**config.mk**
```make
export PLATFORM = sky130hd
export DESIGN_NAME = sotb_ctrl
export DESIGN_NICKNAME = d
export VERILOG_FILES = /design/src/sv/sotb_pkg.sv /design/src/sv/sotb_ctrl.sv
export SDC_FILE = /design/constraint.sdc
export NUM_CORES = 1
export LEC_CHECK = 0
export ABC_CLOCK_PERIOD_IN_PS = 1600
export BUFFER_PORTS_ARGS = -buffer_cell sky130_fd_sc_hd__buf_2
export CAP_MARGIN = 5
export CORE_AREA = 3 3 40 42
export DETAILED_ROUTE_END_ITERATION = 6
export DIE_AREA = 0 0 43 45
export PLACE_DENSITY = 0.46
export SYNTH_ARGS = -nofsm -noshare
export SYNTH_HDL_FRONTEND = slang
export SYNTH_SLANG_ARGS = --single-unit
export TNS_END_PERCENT = 100
```
**constraint.sdc**
```tcl
create_clock -name clk -period 1.6 [get_ports clk]
set_input_delay 0.48 -clock clk [delete_from_list [all_inputs] [get_ports clk]]
set_output_delay 0.48 -clock clk [all_outputs]
set_load 0.02 [all_outputs]
```
**src/sv/sotb_pkg.sv**
```systemverilog
// Package for the stop order trigger book: sizes, status codes, FSM states
// and the command/status structs between controller and datapath. No dependencies.
package sotb_pkg;

    localparam int STOP_CAPACITY = 32;
    localparam int PRICE_BITS    = 32;
    localparam int IDX_W         = $clog2(STOP_CAPACITY);
    localparam int PROD_W        = PRICE_BITS + 7;

    typedef logic [PRICE_BITS-1:0] price_t;
    typedef logic [IDX_W-1:0]      idx_t;
    typedef logic [PROD_W-1:0]     prod_t;

    localparam logic OP_ADD    = 1'b0;
    localparam logic SIDE_BUY  = 1'b0;
    localparam logic SIDE_SELL = 1'b1;
    localparam logic KIND_MKT  = 1'b0;

    typedef enum logic [2:0] {
        ST_ADDED  = 3'd0,
        ST_FULL   = 3'd1,
        ST_MARKET = 3'd2,
        ST_LIMIT  = 3'd3,
        ST_REJECT = 3'd4,
        ST_NONE   = 3'd5
    } status_t;

    typedef enum logic [2:0] {
        S_IDLE,
        S_ADD,
        S_SCAN,
        S_PICK,
        S_LOAD,
        S_FINISH
    } state_t;

    typedef struct packed {
        logic latch;       // capture request, start on sell side
        logic add_commit;  // store order (or refuse) and emit add result
        logic scan_clear;  // restart scan at slot 0
        logic scan_step;   // evaluate current slot, advance
        logic to_buy;      // switch to buy side
        logic release_best;// clear best slot, register collar products
        logic load_pend;   // emit held result (if any), hold new one
        logic finish;      // emit held result as last, or nothing released
    } sotb_cmd_t;

    typedef struct packed {
        logic op;
        logic side;
        logic found;
        logic scan_done;
        logic pend_valid;
        logic out_free;
    } sotb_stat_t;

endpackage

```
**src/sv/sotb_ctrl.sv**
```systemverilog
// Controller FSM for the stop order trigger book.
// Depends on sotb_pkg.
module sotb_ctrl import sotb_pkg::*; (
    input  logic       clk,
    input  logic       rst_n,
    input  logic       req_valid,
    output logic       req_ready,
    input  sotb_stat_t stat,
    output sotb_cmd_t  cmd
);
    state_t state_reg, state_next;

    always_ff @(posedge clk or negedge rst_n)
    begin
        if (!rst_n)
        begin
            state_reg <= S_IDLE;
        end
        else
        begin
            state_reg <= state_next;
        end
    end

    always_comb
    begin
        state_next = state_reg;
        cmd        = '0;
        req_ready  = 1'b0;
        unique case (state_reg)
            S_IDLE:
            begin
                req_ready = 1'b1;
                if (req_valid)
                begin
                    cmd.latch      = 1'b1;
                    cmd.scan_clear = 1'b1;
                    state_next     = S_ADD;
                end
            end
            S_ADD:
            begin
                if (stat.op != OP_ADD)
                begin
                    state_next = S_SCAN;
                end
                else if (stat.out_free)
                begin
                    cmd.add_commit = 1'b1;
                    state_next     = S_IDLE;
                end
            end
            S_SCAN:
            begin
                cmd.scan_step = 1'b1;
                if (stat.scan_done)
                begin
                    state_next = S_PICK;
                end
            end
            S_PICK:
            begin
                if (stat.found)
                begin
                    cmd.release_best = 1'b1;
                    state_next       = S_LOAD;
                end
                else if (stat.side == SIDE_SELL)
                begin
                    cmd.to_buy     = 1'b1;
                    cmd.scan_clear = 1'b1;
                    state_next     = S_SCAN;
                end
                else
                begin
                    state_next = S_FINISH;
                end
            end
            S_LOAD:
            begin
                if (!stat.pend_valid || stat.out_free)
                begin
                    cmd.load_pend  = 1'b1;
                    cmd.scan_clear = 1'b1;
                    state_next     = S_SCAN;
                end
            end
            S_FINISH:
            begin
                if (stat.out_free)
                begin
                    cmd.finish = 1'b1;
                    state_next = S_IDLE;
                end
            end
            default:
            begin
                state_next = S_IDLE;
            end
        endcase
    end
endmodule

```
==> run_results.csv <==
group,metric,value,unit
final_layout,multi_input_area,263,um^2
logic_synthesis,syn_avg_cell_area,7.42,um^2
logic_synthesis,synthTopCellsByCount,"4 x nand2b_1, 4 x nor2_1, 3 x a21oi_1, 3 x dfrtp_1, 3 x nor3_1",
logic_synthesis,synth-seq-cells,3,
logic_synthesis,ys_warn_count,0,
final_layout,nNetsFinal,81,
flow_run,drv_cap,0,
sta,rsz0062_at_grt,"yes",
placed_design,hpwl,692,um
critical_path,path_class,"reg2out",
critical_path,path_cells,"nor2_2, a22oi_2, o21ai_1, buf_4",
pwr,power.clock.fraction,0.110,
pwr,p_sw_frac,0.437,
sta,setup_ws,-114,ps
cts,cts.sinks,3,
final_layout,fill_cells,128,
final_layout,area_growth,99.2,%
critical_path,worstPathMaxFanout,7,
sta,setup_violations,9,
floorplanning,die_h,45,um
placed_design,dp_cells,77,
logic_synthesis,synth-adder-area-share,0,
logic_synthesis,synth_edf_count,0,
status,status,"finished with violations",
logic_synthesis,syn_area,304,um^2
route,vias,404,
final_layout,seq_area,78.8,um^2
floorplanning,rows,13,
placed_design,gp_congestion,0.673,
critical_path,rrSetupSlack,280,ps
logic_synthesis,synth_top_family_by_area,"simple AND/OR/NAND/NOR gates",
pwr,p_per_area,1990,nW/um^2
final_layout,finalNonFillerCells,86,
pwr,p_int,679,uW
sta,fin_crit_sh,1.07,
route,wl_per_cell,12.9,um
critical_path,required,1120,ps
route,via_per_inst,4.70,
cts,postCtsHoldBufs,0,
route,drt_iter0_drc,4,
route,top_layer,"met4",
pwr,ir_worst_vdd,0.899,mV
final_layout,largest_reg_flops,3,
logic_synthesis,netlist.area_leader.share,0.247,
placed_design,io_buffers,17,
logic_synthesis,synthFlopType,"dfrtp_1",
status,violations,"setup timing",
cts,cts_buffers,3,
cts,clk_latency,230,ps
sta,finalHoldViolCount,0,
logic_synthesis,syn_nets,50,
floorplanning,pin_count,18,
global_routing,grtUsageTotal,0.126,
sta,fmax,583,MHz
route,route.met2.wl,565,um
route,totalWireLength,1110,um
sta,report.final.slew_viol_count,0,
logic_synthesis,yosysSeqAreaShare,0.247,
critical_path,cp_slowest_cell,"dfrtp_2",
sta,slew_headroom,0.829,
hold_path,min-delay-path-class,"in2async",
route,dr.pass1.iters,4,
logic_synthesis,synthArstFlopShare,1.00,
pwr,switchingPower,527,uW
global_routing,grt_pass1_vias,419,
sta,worstMarginPinSlew,256,ps
cts,cts_root_buf,"clkbuf_4",
logic_synthesis,synth.area.mux_share,0,
global_routing,antenna_found_initial,0,
critical_path,cpLargestDelayFamily,"flip-flops",
logic_synthesis,synth_simple_gate_area_frac,0.407,
logic_synthesis,synth_cell_types,23,
logic_synthesis,yosys.area_share.xor_xnor,0,
route,drc,0,
sta,setup_tns,-588,ps
critical_path,crit_arrival,1230,ps
cts,cts_buffer_depth,2,
floorplanning,initial_core_util,0.237,
final_layout,layout-drive-gt1-share,0.676,
floorplanning,die_w,43,um
floorplanning,die_area,1940,um^2
route,wl_met1,463,um
global_routing,grt_pass1_wl,1750,um
sta,skew,1.71,ps
logic_synthesis,synth_compound_area_frac,0.251,
pwr,combPwrFrac,0.713,
route,wl_met3,57,um
critical_path,end_kind,"primary output",
sta,period_needed,1710,ps
logic_synthesis,synth_area_leader_cell,"dfrtp_1",
logic_synthesis,syn_inst,41,
final_layout,diodes,0,
critical_path,critPathLaunchType,"flip-flop",
cts,htree_num_levels,1,
pwr,seqPwrFrac,0.177,
cts,cts_tree,"done",
pwr,p_leak,0.000289,uW
route,drt.antenna.violating_nets,0,
global_routing,gr-total-overflow,0,
critical_path,crit_buf_inv,1,
floorplanning,core,1280,um^2
logic_synthesis,netlist_top_cells_area,"dfrtp_1 25%, nand2b_1 8.2%, a21oi_1 4.9%, nor3_1 4.9%, nor2_1 4.9%",
critical_path,cpPeakStageDelay,460,ps
global_routing,grt_max_degree,9,
cts,path_clk_slew,40,ps
[worst reg2reg max path, stage by stage, from the launching register on]
cell      delay [ps]
dfrtp_2          450
buf_4            150
nand2b_1         130
a222oi_1         290
o21ba_1          190
[power by group through the flow]
stage                     sequential [uW]  combinational, uW  clock (uW)
final                                 213                860         133
after global routing                  223                920         147
after detailed placement              198                543           0
after floorplan                       137                421           0
after CTS                             208                722         139
after global placement                201                552           0
[path summary, 6_finish.rpt]
check / cells after the start / from / endpoint
setup / recovery: 4 / state_reg[1] / cmd[5]
hold / removal: 1 / rst_n / state_reg[0]
setup reg to reg: 4 / state_reg[2] / state_reg[0]
hold reg to reg: 2 / state_reg[2] / state_reg[1]
max in group asynchronous: 1 / rst_n / state_reg[2]
min in group clk: 3 / stat[1] / state_reg[2]
[routing by layer]
layer	GRT usage	up-vias
li1	-	209
met1	0.131	182
met2	0.213	11
met3	0.0518	2
met4	0.0783	0
met5	0	-
[layout by cell type, fill, tap and decap left out, types with 2 or more instances in the layout]
cell type | netlist | layout
buf_2 | 2 | 10
nor2_1 | 4 | 3
nand2b_1 | 4 | 3
nor2b_1 | 2 | 2
buf_4 | 0 | 14
buf_6 | 1 | 5
a21oi_1 | 3 | 3
dfrtp_2 | 0 | 3
clkbuf_4 | 0 | 3
nor3_2 | 0 | 2
[timing repair]
| item | CTS | global route |
|---|---|---|
| pin swaps | 3 | 0 |
| endpoints found under the setup margin | 9 | 9 |
| setup buffers | 5 | 0 |
| gates resized for setup | 17 | 10 |
[stage by stage]
| step | total power (uW) | setup WS, ps | area (um^2) | hold slack, ps | utilization |
|---|---|---|---|---|---|
| 6_report | 1210 | -114 | 606 | 36.2 | 0.471 |
| 3_5_place_dp | 742 | -24.1 | 450 | 280 | 0.351 |
| 3_3_place_gp | 753 | -28.1 | 450 | 279 | 0.351 |
| 2_1_floorplan | 559 | 29.0 | 315 | 184 | - |
| 4_1_cts | 1070 | -104 | 564 | 29.9 | 0.439 |
| 5_1_grt | 1290 | -185 | 606 | 29.6 | 0.471 |
[layout make-up]
cell class	instances	share of cell area
Tap cell	15	0.0310
Sequential cell	3	0.130
Timing Repair Buffer	29	0.349
Clock buffer	4	0.0434
Multi-Input combinational cell	33	0.434
Inverter	2	0.0124
[kinds of logic after synthesis]
logic type      after synthesis
buf+inv                       5
compound gates               11
simple gates                 22
flops                         3
No activity file was read; power rests on OpenSTA's default activity.
